File: config.mk
export PLATFORM = sky130hd
export DESIGN_NAME = profile_sample_stream_decoder_top
export DESIGN_NICKNAME = d
export VERILOG_FILES = /design/src/rtl/core/psd_pkg.sv /design/src/rtl/core/profile_sample_stream_decoder_top.sv /design/src/rtl/core/psd_parse.sv
export SDC_FILE = /design/constraint.sdc
export NUM_CORES = 1
export LEC_CHECK = 0
export BUFFER_PORTS_ARGS = -buffer_cell sky130_fd_sc_hd__buf_2
export CAP_MARGIN = 15
export CORE_MARGIN = 2
export CORE_UTILIZATION = 35
export DETAILED_ROUTE_END_ITERATION = 8
export PLACE_DENSITY = 0.49
export SLEW_MARGIN = 0
export SYNTH_ARGS = -nofsm -noshare
export SYNTH_HDL_FRONTEND = slang
export SYNTH_SLANG_ARGS = --single-unit
export TNS_END_PERCENT = 10
File: constraint.sdc
create_clock -name aclk -period 28 [get_ports aclk]
set_clock_uncertainty 0.1 [all_clocks]
set_input_delay 5.6 -clock aclk [delete_from_list [all_inputs] [get_ports aclk]]
set_output_delay 5.6 -clock aclk [all_outputs]
set_load 0.02 [all_outputs]
File: src/rtl/core/psd_pkg.sv
// ----------------------------------------------------------------------------
// psd_pkg - profile sample stream decoder package
// Parse phases, result kinds and the result record shared by the decoder.
// ----------------------------------------------------------------------------
package psd_pkg;

    localparam int WORD_W = 64;
    localparam int NARROW_W = 32;
    localparam int CNT_W = 3;

    // context switch carries five payload words, committed on the fifth
    localparam logic [CNT_W-1:0] CTX_LAST_IDX = 3'd4;

    typedef enum logic [2:0] {
        PH_IDLE   = 3'd0,
        PH_EVENT  = 3'd1,
        PH_TYPE   = 3'd2,
        PH_CTX    = 3'd3,
        PH_CPU    = 3'd4,
        PH_COOKIE = 3'd5,
        PH_DROP   = 3'd6
    } phase_t;

    typedef enum logic [1:0] {
        KIND_SAMPLE   = 2'd0,
        KIND_RELOAD   = 2'd1,
        KIND_DANGLING = 2'd2,
        KIND_UNKNOWN  = 2'd3
    } kind_t;

    localparam logic [1:0] MODE_USER    = 2'd0;
    localparam logic [1:0] MODE_KERNEL  = 2'd1;
    localparam logic [1:0] MODE_UNKNOWN = 2'd2;

    localparam logic [WORD_W-1:0] REC_CONTEXT    = 64'd1;
    localparam logic [WORD_W-1:0] REC_CPU        = 64'd2;
    localparam logic [WORD_W-1:0] REC_IMAGE      = 64'd3;
    localparam logic [WORD_W-1:0] REC_KERNEL_IN  = 64'd4;
    localparam logic [WORD_W-1:0] REC_KERNEL_OUT = 64'd5;
    localparam logic [WORD_W-1:0] REC_MODULE     = 64'd6;

    typedef struct packed {
        kind_t             kind;
        logic [WORD_W-1:0] pc;
        logic [WORD_W-1:0] event_res;
        logic [WORD_W-1:0] thread_id;
        logic [WORD_W-1:0] group_id;
        logic [WORD_W-1:0] app_id;
        logic [WORD_W-1:0] image_id;
        logic [WORD_W-1:0] cpu_id;
        logic [1:0]        kernel_mode;
    } result_t;

endpackage

File: src/rtl/core/profile_sample_stream_decoder_top.sv
// ----------------------------------------------------------------------------
// profile_sample_stream_decoder_top - profile sample stream decoder
// Decodes a profiling buffer word by word into tagged samples and events.
// ----------------------------------------------------------------------------
// The decoder takes one buffer word per clock unless the result side stalls,
// and gives at most one result per word. A word passes through an input
// register, the parse step and a result register. Words that only update
// the context produce no result. cfg_wide_words selects 64-bit (1, reset)
// or 32-bit (0) buffer words; it is to be written by the user only while the
// decoder has no words in flight, and the decoder itself does not enforce this.
module profile_sample_stream_decoder_top (
    input  logic                        aclk,
    input  logic                        aresetn,

    input  logic                        cfg_valid,
    output logic                        cfg_ready,
    input  logic                        cfg_wide_words,

    input  logic                        s_valid,
    output logic                        s_ready,
    input  logic [psd_pkg::WORD_W-1:0]  s_word,
    input  logic                        s_last,

    output logic                        m_valid,
    input  logic                        m_ready,
    output logic [1:0]                  m_kind,
    output logic [psd_pkg::WORD_W-1:0]  m_pc,
    output logic [psd_pkg::WORD_W-1:0]  m_event_res,
    output logic [psd_pkg::WORD_W-1:0]  m_thread_id,
    output logic [psd_pkg::WORD_W-1:0]  m_group_id,
    output logic [psd_pkg::WORD_W-1:0]  m_app_id,
    output logic [psd_pkg::WORD_W-1:0]  m_image_id,
    output logic [psd_pkg::WORD_W-1:0]  m_cpu_id,
    output logic [1:0]                  m_kernel_mode
);

    logic                       wide_reg;
    logic                       in_valid_reg;
    logic [psd_pkg::WORD_W-1:0] in_word_reg;
    logic                       in_last_reg;
    logic                       out_valid_reg;
    psd_pkg::result_t           out_res_reg;

    logic                       advance;
    logic                       emit;
    psd_pkg::result_t           res;

    // the parse step runs once the result slot is free or being drained
    assign advance   = in_valid_reg && (!out_valid_reg || m_ready);
    assign s_ready   = !in_valid_reg || advance;
    assign cfg_ready = 1'b1;

    psd_parse u_parse (
        .aclk    (aclk),
        .aresetn (aresetn),
        .step    (advance),
        .word    (in_word_reg),
        .last    (in_last_reg),
        .wide    (wide_reg),
        .emit    (emit),
        .res     (res)
    );

    always_ff @(posedge aclk) begin
        if (!aresetn) begin
            wide_reg <= 1'b1;
        end else if (cfg_valid && cfg_ready) begin
            wide_reg <= cfg_wide_words;
        end
    end

    always_ff @(posedge aclk) begin
        if (!aresetn) begin
            in_valid_reg <= 1'b0;
        end else if (s_ready) begin
            in_valid_reg <= s_valid;
        end
    end

    always_ff @(posedge aclk) begin
        if (s_valid && s_ready) begin
            in_word_reg <= s_word;
            in_last_reg <= s_last;
        end
    end

    always_ff @(posedge aclk) begin
        if (!aresetn) begin
            out_valid_reg <= 1'b0;
        end else if (advance) begin
            out_valid_reg <= emit;
        end else if (m_ready) begin
            out_valid_reg <= 1'b0;
        end
    end

    always_ff @(posedge aclk) begin
        if (advance && emit) begin
            out_res_reg <= res;
        end
    end

    assign m_valid       = out_valid_reg;
    assign m_kind        = out_res_reg.kind;
    assign m_pc          = out_res_reg.pc;
    assign m_event_res   = out_res_reg.event_res;
    assign m_thread_id   = out_res_reg.thread_id;
    assign m_group_id    = out_res_reg.group_id;
    assign m_app_id      = out_res_reg.app_id;
    assign m_image_id    = out_res_reg.image_id;
    assign m_cpu_id      = out_res_reg.cpu_id;
    assign m_kernel_mode = out_res_reg.kernel_mode;

endmodule

File: src/rtl/core/psd_parse.sv
// ----------------------------------------------------------------------------
// psd_parse - buffer word parser
// Holds the parse phase and the current context, and on each step turns one
// buffer word into at most one result record.
// ----------------------------------------------------------------------------
module psd_parse (
    input  logic                        aclk,
    input  logic                        aresetn,
    input  logic                        step,
    input  logic [psd_pkg::WORD_W-1:0]  word,
    input  logic                        last,
    input  logic                        wide,
    output logic                        emit,
    output psd_pkg::result_t            res
);

    psd_pkg::phase_t phase_reg, phase_next;
    logic [psd_pkg::CNT_W-1:0]  count_reg, count_next;
    logic [psd_pkg::WORD_W-1:0] held_pc_reg, held_pc_next;
    logic [psd_pkg::WORD_W-1:0] new_thread_reg, new_thread_next;
    logic [psd_pkg::WORD_W-1:0] new_app_reg, new_app_next;
    logic [psd_pkg::WORD_W-1:0] cur_thread_reg, cur_thread_next;
    logic [psd_pkg::WORD_W-1:0] cur_group_reg, cur_group_next;
    logic [psd_pkg::WORD_W-1:0] cur_app_reg, cur_app_next;
    logic [psd_pkg::WORD_W-1:0] cur_image_reg, cur_image_next;
    logic [psd_pkg::WORD_W-1:0] cur_cpu_reg, cur_cpu_next;
    logic [1:0]                 cur_mode_reg, cur_mode_next;

    logic [psd_pkg::WORD_W-1:0] w;
    logic                       is_esc;
    logic                       code_payload;
    logic                       ctx_done;

    assign w = wide ? word
                    : {{(psd_pkg::WORD_W-psd_pkg::NARROW_W){1'b0}},
                       word[psd_pkg::NARROW_W-1:0]};
    assign is_esc = wide ? (&word) : (&word[psd_pkg::NARROW_W-1:0]);
    assign code_payload = (w == psd_pkg::REC_CONTEXT) ||
                          (w == psd_pkg::REC_CPU) ||
                          (w == psd_pkg::REC_IMAGE);
    assign ctx_done = (count_reg >= psd_pkg::CTX_LAST_IDX);

    // next phase
    always_comb begin
        phase_next = phase_reg;
        case (phase_reg)
            psd_pkg::PH_IDLE: begin
                phase_next = is_esc ? psd_pkg::PH_TYPE : psd_pkg::PH_EVENT;
            end
            psd_pkg::PH_EVENT: begin
                phase_next = psd_pkg::PH_IDLE;
            end
            psd_pkg::PH_TYPE: begin
                if (w == psd_pkg::REC_CONTEXT) begin
                    phase_next = psd_pkg::PH_CTX;
                end else if (w == psd_pkg::REC_CPU) begin
                    phase_next = psd_pkg::PH_CPU;
                end else if (w == psd_pkg::REC_IMAGE) begin
                    phase_next = psd_pkg::PH_COOKIE;
                end else if ((w == psd_pkg::REC_KERNEL_IN) ||
                             (w == psd_pkg::REC_KERNEL_OUT) ||
                             (w == psd_pkg::REC_MODULE)) begin
                    phase_next = psd_pkg::PH_IDLE;
                end else begin
                    phase_next = psd_pkg::PH_DROP;
                end
            end
            psd_pkg::PH_CTX: begin
                if (ctx_done) begin
                    phase_next = psd_pkg::PH_IDLE;
                end
            end
            psd_pkg::PH_CPU,
            psd_pkg::PH_COOKIE: begin
                phase_next = psd_pkg::PH_IDLE;
            end
            psd_pkg::PH_DROP: begin
                phase_next = psd_pkg::PH_DROP;
            end
            default: begin
                phase_next = psd_pkg::PH_IDLE;
            end
        endcase
        // end of buffer returns everything to reset
        if (last) begin
            phase_next = psd_pkg::PH_IDLE;
        end
    end

    // result and context updates
    always_comb begin
        emit            = 1'b0;
        res.kind        = psd_pkg::KIND_DANGLING;
        res.pc          = '0;
        res.event_res   = '0;
        res.thread_id   = cur_thread_reg;
        res.group_id    = cur_group_reg;
        res.app_id      = cur_app_reg;
        res.image_id    = cur_image_reg;
        res.cpu_id      = cur_cpu_reg;
        res.kernel_mode = cur_mode_reg;

        count_next      = count_reg;
        held_pc_next    = held_pc_reg;
        new_thread_next = new_thread_reg;
        new_app_next    = new_app_reg;
        cur_thread_next = cur_thread_reg;
        cur_group_next  = cur_group_reg;
        cur_app_next    = cur_app_reg;
        cur_image_next  = cur_image_reg;
        cur_cpu_next    = cur_cpu_reg;
        cur_mode_next   = cur_mode_reg;

        case (phase_reg)
            psd_pkg::PH_IDLE: begin
                if (!is_esc) begin
                    held_pc_next = w;
                end
                emit = last;
            end
            psd_pkg::PH_EVENT: begin
                emit          = 1'b1;
                res.kind      = psd_pkg::KIND_SAMPLE;
                res.pc        = held_pc_reg;
                res.event_res = w;
            end
            psd_pkg::PH_TYPE: begin
                if (code_payload) begin
                    emit       = last;
                    count_next = '0;
                end else if (w == psd_pkg::REC_KERNEL_IN) begin
                    cur_mode_next = psd_pkg::MODE_KERNEL;
                end else if (w == psd_pkg::REC_KERNEL_OUT) begin
                    cur_mode_next = psd_pkg::MODE_USER;
                end else if (w == psd_pkg::REC_MODULE) begin
                    emit     = 1'b1;
                    res.kind = psd_pkg::KIND_RELOAD;
                end else begin
                    emit     = 1'b1;
                    res.kind = psd_pkg::KIND_UNKNOWN;
                end
            end
            psd_pkg::PH_CTX: begin
                if (count_reg == '0) begin
                    new_thread_next = w;
                end else if (count_reg == psd_pkg::CNT_W'(1)) begin
                    new_app_next = w;
                end
                if (ctx_done) begin
                    cur_thread_next = new_thread_reg;
                    cur_app_next    = new_app_reg;
                    cur_group_next  = w;
                    count_next      = '0;
                end else begin
                    count_next = count_reg + psd_pkg::CNT_W'(1);
                    emit       = last;
                end
            end
            psd_pkg::PH_CPU: begin
                cur_cpu_next = w;
            end
            psd_pkg::PH_COOKIE: begin
                cur_image_next = w;
            end
            default: begin
            end
        endcase

        if (last) begin
            count_next      = '0;
            held_pc_next    = '0;
            new_thread_next = '0;
            new_app_next    = '0;
            cur_thread_next = '1;
            cur_group_next  = '1;
            cur_app_next    = '0;
            cur_image_next  = '0;
            cur_cpu_next    = '1;
            cur_mode_next   = psd_pkg::MODE_UNKNOWN;
        end
    end

    always_ff @(posedge aclk) begin
        if (!aresetn) begin
            phase_reg      <= psd_pkg::PH_IDLE;
            count_reg      <= '0;
            held_pc_reg    <= '0;
            new_thread_reg <= '0;
            new_app_reg    <= '0;
            cur_thread_reg <= '1;
            cur_group_reg  <= '1;
            cur_app_reg    <= '0;
            cur_image_reg  <= '0;
            cur_cpu_reg    <= '1;
            cur_mode_reg   <= psd_pkg::MODE_UNKNOWN;
        end else if (step) begin
            phase_reg      <= phase_next;
            count_reg      <= count_next;
            held_pc_reg    <= held_pc_next;
            new_thread_reg <= new_thread_next;
            new_app_reg    <= new_app_next;
            cur_thread_reg <= cur_thread_next;
            cur_group_reg  <= cur_group_next;
            cur_app_reg    <= cur_app_next;
            cur_image_reg  <= cur_image_next;
            cur_cpu_reg    <= cur_cpu_next;
            cur_mode_reg   <= cur_mode_next;
        end
    end

endmodule

# ---- Yosys cells after proc, flatten, opt, wreduce, memory -nomap -nowiden
# Index checks and enable logic that the tools add are counted.
dict set report totals {
  ff_bits 1040
  latch_bits 0
  ramBits 0
  rom_bits 0
  in_bits 71
  output_inout_bits 455
  wordCells 134
  memories 0
}
dict set report op_classes {
  add_sub_neg 1
  multipliers 0
  div 0
  magnitude_cmp 1
  n_eq_ne 18
  shift 0
  mux 54
  bitwise_logic 0
  n_reduce_logical 35
}
# op count
set ops {}
lappend ops {{$mux 64} 24}
lappend ops {{$eq 64x3->1 const B} 3}
lappend ops {{$eq 64x2->1 const B} 2}
lappend ops {{$eq 64x1->1 const B} 1}
lappend ops {{$reduce_and 64->1} 1}
lappend ops {{$reduce_and 32->1} 1}
lappend ops {{$mux 3} 9}
lappend ops {{$mux 2} 10}
lappend ops {{$reduce_bool 2->1} 9}
lappend ops {{$pmux 3 s4} 1}
lappend ops {{$reduce_and 3->1} 4}
lappend ops {{$eq 3x3->1 const B} 3}
lappend ops {{$reduce_and 4->1} 2}
lappend ops {{$mux 1} 7}
lappend ops {{$eq 3x1->1 const B} 2}
lappend ops {{$eq 3x2->1 const B} 2}
lappend ops {{$logic_not 3->1} 2}
lappend ops {{$logic_or 1x1->1} 6}
lappend ops {{$ne 2x2->1 const B} 3}
lappend ops {{$ne 3x2->1 const B} 2}
lappend ops {{$pmux 3 s2} 1}
lappend ops {{$reduce_and 2->1} 3}
lappend ops {{$reduce_bool 3->1} 2}
lappend ops {{$pmux 1 s4} 1}
lappend ops {{5 further kinds} 8}

# ---- Longest topological paths before layout
# Gate-level depths: netlist (run 1).
dict set report depth {
  word_depth 10
  ltp_mapped 9
  depth_no_buf 6
}

# ---- Modules after synthesis
# A second synthesis (run 1) with hierarchy kept.
dict set report hier_totals {
  cells_unflattened 3004
  area_unflattened_um2 36719.0
}
# module n_inst cells_each area_each_um2 seq_area_each_um2
set by_module_without_submodules {}
lappend by_module_without_submodules {psd_parse 1 2469 21036.4 10410.0}
lappend by_module_without_submodules {profile_sample_stream_decoder_top 1 535 15682.5 15584.9}

# ---- Worst setup path before layout (run 1)
# Ideal clock, no wire load.
dict set report synth_path {
  path_kind {input to register}
  startpoint {input port m_ready}
  endpoint {register out_res_reg (netlist bit m_app_id[0]) (enable)}
  setup_ps 1275
  arrival_ps 24945
  t_required_ps 26625
  slack_ps 1680
  path_stages 5
  n_path_buf 1
  path_cell_list {nor2b_1 > nor2b_1 > buf_2 > nand2_1 > nor2_1}
}
dict set report synth_via {
  elab_chain_cells 3
}
# item line_no
set synth_lines {}
lappend synth_lines {{start, declared} profile_sample_stream_decoder_top.sv:25} ;# input logic m_ready,
lappend synth_lines {{$logic_or 1x1->1} profile_sample_stream_decoder_top.sv:49} ;# assign advance = in_valid_reg && (!out_valid_reg || m_ready);
lappend synth_lines {{$logic_and 1x1->1} profile_sample_stream_decoder_top.sv:49}
lappend synth_lines {{$logic_and 1x1->1} profile_sample_stream_decoder_top.sv:98} ;# if (advance && emit) begin
lappend synth_lines {{end signal, assigned} profile_sample_stream_decoder_top.sv:99} ;# out_res_reg <= res;
lappend synth_lines {{end, declared} profile_sample_stream_decoder_top.sv:42} ;# psd_pkg::result_t out_res_reg;
# No other way between the ends.
# A chain may end at the register's enable or synchronous reset.

# ---- Worst setup path after layout (run 1)
dict set report layout_path {
  startpoint {input port m_ready}
  endpoint {output port s_ready}
}
dict set report layout_via {
  elab_chain_cells 3
}
# item line_no
set layout_lines {}
lappend layout_lines {{$logic_or 1x1->1} profile_sample_stream_decoder_top.sv:49}
lappend layout_lines {{$logic_and 1x1->1} profile_sample_stream_decoder_top.sv:49}
lappend layout_lines {{$logic_or 1x1->1} profile_sample_stream_decoder_top.sv:50} ;# assign s_ready = !in_valid_reg || advance;
lappend layout_lines {{end, declared} profile_sample_stream_decoder_top.sv:20} ;# output logic s_ready,
# No other way between the ends.

==> out/qor.txt, run 1 <==
setup_tns -> 0 ns
Max stage delay on crit path -> 0.32 ns
Simple-Gate Fraction of Synth Area -> 0.121
CTS buffer count -> 110
status -> completed
final wirelength -> 114000 um
unrepaired setup endpoints after global routing -> no
min-delay worst type -> register to register
first-pass GRT wire length -> 164000 um
worst setup margin -> 15.98 ns
most area-consuming cells after synthesis -> edfxtp_1 (44%), dfxtp_1 (29%), nand2_1 (3.9%)
crit path time final -> 12.02 ns
crit path kind -> primary input to output port
DRC viols -> 0
GPL Wtd Cong -> 0.794
Setup Buffers After CTS -> 0
largest net degree at the start of global routing -> 192
CTS max path bufs -> 3
drt pass-1 iters -> 6
Final Hold Violating Endpoints -> 0
f_max -> 83.2 MHz
crit path from -> m_ready
Sw Share -> 0.228
Worst setup EP type -> output port
Final Net Count -> 3414
initial antenna violation count -> 7
MaxCap Viol Count -> 0
Net Sw Power -> 0.749 mW
register area share after synthesis -> 0.730
Synth Area in XOR/XNOR -> 0
# rows -> 117
root buffer cell -> clkbuf_16
Area growth syn-to-layout -> 21.6%
Worst Hold Launch -> u_parse.cur_cpu_reg[49]$_SDFFE_PN1P_
Max VDD drop -> 0.0504 mV
Cell Area, Placed -> 39600 um^2
per-cell routed wire length -> 23.7 um
Rel. slew slack -> 0.234
CP top delay family -> simple AND/OR/NAND/NOR gates
worst r2r src -> in_word_reg[34]$_DFFE_PP_
Distinct cells, synth -> 55
YS warnings -> 0
Worst-Margin Slew -> 1.15 ns
Post-synth ARST share -> 0
HPWL after DPL -> 69000 um
worst path bufs/invs -> 2
leak pwr -> 15.1 nW
final slew viol count -> 0
Post-synth EDFFs -> 517
vias in the first global route -> 23900
Mapped Area -> 35600 um^2
input/output buffers -> 524
Flop pwr share -> 0.501
critical path peak fanout -> 5
Post-CTS Hold Fix Bufs -> 0
dominant cell type by area after synthesis -> edfxtp_1
crit path cell chain -> buf_2 -> nor2b_1 -> nand2_1 -> buf_2
Num Clock Sinks -> 1040
Int Power -> 2.53 mW
main combinational cell family by area after synthesis -> simple AND/OR/NAND/NOR gates
Top FF cell, synth -> dfxtp_1
Req. time, crit path -> 22.30 ns
crit path DAT -> 6.32 ns
slowest cell on the critical path -> nor2b_1
IO Count -> 526
period utilization -> 0.429
via count -> 24800
Power Density -> 75.7 nW/um^2
post-synthesis mux area share -> 0.00962
register clock-pin slew on the reported worst setup and hold paths -> 0.06 ns
post-synthesis compound-gate area fraction -> 0.108
most used cell along the critical path -> buf_2
Avg Inst Size Synth -> 12.3 um^2
Clock Latency Late Sink -> 0.70 ns
Iteration-0 DRC Markers -> 2246
fin util -> 0.428
Logic pwr share -> 0.042
Overflow after GRT -> 0
Placement Setup Slack -> 16.00 ns
CORE AREA -> 101000 um^2
gr usage total -> 0.212
Clk network pwr share -> 0.457
TritonCTS clock tree -> done
adder-cell share of the synthesized area -> 0.00105
remaining antenna violation count -> 0
Vias per Instance -> 5.15
post-route design area -> 43300 um^2
syn_nets -> 2966
CTS resizes -> 0
synthesis-stage register bit count -> 1040
cell count after synthesis -> 2892
share of layout cells above drive strength 1 -> 0.229
Die Ht -> 323 um
CP startpoint kind -> primary input
Setup-failing EPs final -> 0
top cell type's share of synthesized area -> 0.436
DIE WIDTH -> 323 um
Die Area -> 104000 um^2
H-tree Lvls -> 3
starting density of the core -> 0.352
WHS -> 0.319 ns
worst paths after layout:
path                            endpoint  slack (ns)  cells past startpoint
hold / removal    m_cpu_id[49]$_DFFE_PP_        0.32                      0
setup reg to reg  m_cpu_id[51]$_DFFE_PP_       23.30                      9
setup / recovery                 s_ready       15.98                      4
hold reg to reg   m_cpu_id[49]$_DFFE_PP_        0.32                      0
power by group through the flow:
stage	Combinational, mW	Sequential, mW	Clock, mW
CTS	0.139	1.64	1.53
global placement	0.137	1.68	0
finish	0.137	1.64	1.50
detailed placement	0.139	1.68	0
floorplan	0.0667	1.70	0
global route	0.147	1.65	1.59
logic make-up after synthesis:
family,Yosys count
flip-flops,1040
multiplexers,34
adder cells (fa/ha/maj),3
other,1
AND/OR/NAND/NOR,942
buffers and inverters,262
AO/OA/AOI/OAI,610
worst register-to-register path, cell delays in order, from the launching register on:
cell	delay (ns)
edfxtp_1	0.70
nor4_1	0.47
nand4_1	0.20
o21ai_1	0.48
nand2_1	0.26
a2111oi_1	0.68
buf_4	0.27
nor2_4	0.05
buf_12	0.35
buf_4	0.70
cell type report:
cell class,instances,area [um^2]
diodes,4,10.0
clock buffers,162,3200
clock inverters,48,554
fillers,9523,58000
inverters,9,41.3
multi-input cells,1590,8670
flip-flops and latches,1040,26000
well taps,1368,1710
repair buffers,589,3140
cell usage after synthesis, types with 34 or more instances:
| cell type | count |
|---|---|
| dfxtp_1 | 523 |
| edfxtp_1 | 517 |
| nand2_1 | 366 |
| nor2_1 | 215 |
| clkbuf_1 | 181 |
| a21oi_1 | 167 |
| o21ai_0 | 129 |
| and2_1 | 127 |
| o22ai_1 | 95 |
| nand3_1 | 72 |
| a22oi_1 | 64 |
| buf_2 | 58 |
| nor3_1 | 37 |
| nor2b_1 | 34 |
layer usage:
layer | up-vias | GRT usage | routed length (um)
met4 | 2 | 0.0718 | 3050
met2 | 1025 | 0.328 | 52100
met3 | 172 | 0.0470 | 9230
met1 | 12300 | 0.294 | 49700
met5 | - | 0 | 10
li1 | 11300 | - | -
metrics by stage:
stage,std cells,total power [mW]
floorplan,2892,1.76
detailed placement,4596,1.82
CTS,4806,3.31
finish,4810,3.28
global route,4807,3.39
global placement,4596,1.81
cells in the final DEF (no fill, tap or decap), types with 8 or more instances in the layout:
| master | netlist | layout |
|---|---|---|
| buf_2 | 58 | 523 |
| dfxtp_1 | 523 | 522 |
| edfxtp_1 | 517 | 517 |
| nand2_1 | 366 | 366 |
| nor2_1 | 215 | 212 |
| a21oi_1 | 167 | 166 |
| o21ai_0 | 129 | 129 |
| and2_1 | 127 | 126 |
| clkbuf_16 | 0 | 114 |
| o22ai_1 | 95 | 95 |
| nand3_1 | 72 | 71 |
| a22oi_1 | 64 | 64 |
| buf_4 | 3 | 63 |
| nor3_1 | 37 | 37 |
| a211oi_1 | 33 | 33 |
| nor2b_1 | 34 | 32 |
| and3_1 | 33 | 32 |
| a32oi_1 | 32 | 32 |
| mux2i_1 | 32 | 32 |
| o2bb2ai_1 | 32 | 32 |
| a22o_1 | 32 | 32 |
| clkbuf_1 | 181 | 31 |
| nand4_1 | 23 | 23 |
| nor4_1 | 19 | 19 |
| clkinv_2 | 0 | 18 |
| clkbuf_8 | 0 | 17 |
| bufinv_16 | 0 | 9 |
| inv_1 | 9 | 8 |
No activity file was read; power rests on OpenSTA's default activity.
==> run 2, diff against run 1 <==
Settings changed: ABC_AREA from default to 1.
Clock period 28 ns to 11.3 ns, I/O delays scaled along.
==> run 2 against run 1 <==
Non-clock buffer count down 39. Clock power up 140%. First-iteration DRC count up 1.2%. Combinational power rose to 3.5 times the previous value. Sequential power rose to 2.6 times the previous value. Area after synthesis up 2.0%. Worst hold slack worse by 0.0033 ns. Critical path depth unchanged. Die area up 1.9%. Largest power group unchanged. Synthesized cell count up 15%.
==> out/qor.txt, run 2 <==
status -> completed
f_max -> 197 MHz
Die Area -> 106000 um^2
top cell type's share of synthesized area -> 0.427
# fillers -> 10100
CTS resizes -> 0
cell count after synthesis -> 3316
Synth Area in XOR/XNOR -> 0
register area share after synthesis -> 0.716
Cell Area, Placed -> 40000 um^2
Simple-Gate Fraction of Synth Area -> 0.125
period utilization -> 0.449
vias in the first global route -> 24000
setup_tns -> 0 ns
most area-consuming cells after synthesis -> edfxtp_1 (43%), dfxtp_1 (29%), nand2_1 (4.7%)
Distinct cells, synth -> 34
Overflow after GRT -> 0
Mapped Area -> 36300 um^2
largest net degree at the start of global routing -> 162
per-cell routed wire length -> 21.8 um
Max VDD drop -> 0.121 mV
Post-synth EDFFs -> 517
Final Hold Violating Endpoints -> 0
commonest non-fill, non-tap cell in the layout -> buf_2
starting density of the core -> 0.352
IO Count -> 526
synth cell count leaders -> dfxtp_1 (523), edfxtp_1 (517), nand2_1 (459), nor2_1 (369), a21oi_1 (303)
unrepaired setup endpoints after global routing -> no
root buffer cell -> clkbuf_16
synthesis-stage register bit count -> 1040
MaxCap Viol Count -> 0
Area growth syn-to-layout -> 19.9%
crit path time final -> 5.08 ns
Worst setup EP type -> output port
Clock Latency Late Sink -> 0.70 ns
first-pass GRT wire length -> 164000 um
Die Ht -> 326 um
Placement Setup Slack -> 5.63 ns
via count -> 25200
Post-CTS Hold Fix Bufs -> 0
DRC viols -> 0
crit path DAT -> 2.72 ns
initial antenna violation count -> 2
dominant cell type by area after synthesis -> edfxtp_1
adder-cell share of the synthesized area -> 0.00103
CTS buffer count -> 109
GPL Wtd Cong -> 0.821
gr usage total -> 0.208
main combinational cell family by area after synthesis -> simple AND/OR/NAND/NOR gates
min-delay worst type -> register to register
final slew viol count -> 0
Setup-failing EPs final -> 0
remaining antenna violation count -> 0
CP startpoint kind -> primary input
Iteration-0 DRC Markers -> 2273
Post-synth ARST share -> 0
crit path kind -> primary input to output port
most frequent cells in the layout -> buf_2 (523), dfxtp_1 (522), edfxtp_1 (517)
Req. time, crit path -> 8.94 ns
CTS max path bufs -> 3
share of layout cells above drive strength 1 -> 0.209
post-synthesis compound-gate area fraction -> 0.106
Num Clock Sinks -> 1040
Worst-Margin Slew -> 1.17 ns
TritonCTS clock tree -> done
input/output buffers -> 524
post-route design area -> 43600 um^2
Top FF cell, synth -> dfxtp_1
CORE AREA -> 103000 um^2
register clock-pin slew on the reported worst setup and hold paths -> 0.06 ns
Power Density -> 190 nW/um^2
most frequent cell after synthesis -> dfxtp_1
critical path peak fanout -> 3
drt pass-1 iters -> 5
syn_nets -> 3390
Avg Inst Size Synth -> 11.0 um^2
worst setup margin -> 6.22 ns
# rows -> 118
Vias per Instance -> 4.81
Final Net Count -> 3832
leak pwr -> 16.7 nW
post-synthesis mux area share -> 0
H-tree Lvls -> 3
Setup Buffers After CTS -> 0
YS warnings -> 0
final wirelength -> 114000 um
DIE WIDTH -> 326 um
HPWL after DPL -> 73300 um
Rel. slew slack -> 0.219
==> run 2: per-layer routing <==
layer	global-route usage	share of wire	vias to the layer above
li1	-	-	12100
met1	0.284	0.45	12200
met2	0.342	0.48	747
met3	0.0339	0.054	128
met4	0.0563	0.021	0
met5	0	0	-
==> run 2: layout make-up <==
cell class / count / area [um^2] / share of cell area
timing repair buffer: 550 / 2840 / 0.0652
clock buffer: 156 / 3120 / 0.0716
clock inverter: 50 / 469 / 0.0108
antenna: 3 / 7.51 / 0.000172
inverter: 239 / 933 / 0.0214
multi-input combinational: 1818 / 8470 / 0.194
sequential: 1040 / 26000 / 0.597
tap: 1380 / 1730 / 0.0396
==> run 2: power breakdown <==
part / switching (mW) / leakage [nW] / internal [mW]
registers: 0.0861 / 9.00 / 4.10
clock network: 1.50 / 1.76 / 2.10
logic: 0.363 / 5.91 / 0.114
total: 1.94 / 16.7 / 6.31
==> run 2: critical path, stage by stage <==
cell     delay, ns
buf_2         0.11
inv_2         0.06
nand3_1       0.11
buf_2         0.19
==> run 2: path summary, 6_finish.rpt <==
kind | start | end | slack (ns) | cells after the start
max | m_ready | s_ready | 6.22 | 4
min | u_parse.cur_cpu_reg[29]$_SDFFE_PN1P_ | m_cpu_id[29]$_DFFE_PP_ | 0.32 | 0
max reg2reg | wide_reg$_SDFFE_PN1P_ | m_cpu_id[49]$_DFFE_PP_ | 6.38 | 15
min reg2reg | u_parse.cur_cpu_reg[29]$_SDFFE_PN1P_ | m_cpu_id[29]$_DFFE_PP_ | 0.32 | 0
==> run 2: cell families after synthesis <==
| kind of cell | count (synthesis) |
|---|---|
| AO/OA/AOI/OAI | 726 |
| buffers and inverters | 458 |
| flip-flops | 1040 |
| adder cells (fa/ha/maj) | 3 |
| AND/OR/NAND/NOR | 1088 |
| other | 1 |
==> run 2: through the flow <==
stage          hold WS [ns]   util  cells  total power [mW]
3_3_place_gp          0.310  0.387   5027              4.75
5_1_grt               0.320  0.422   5233              8.54
4_1_cts               0.311  0.422   5233              8.35
3_5_place_dp          0.314  0.387   5027              4.75
6_report              0.315  0.422   5236              8.26
2_1_floorplan         0.303      -   3316              4.55
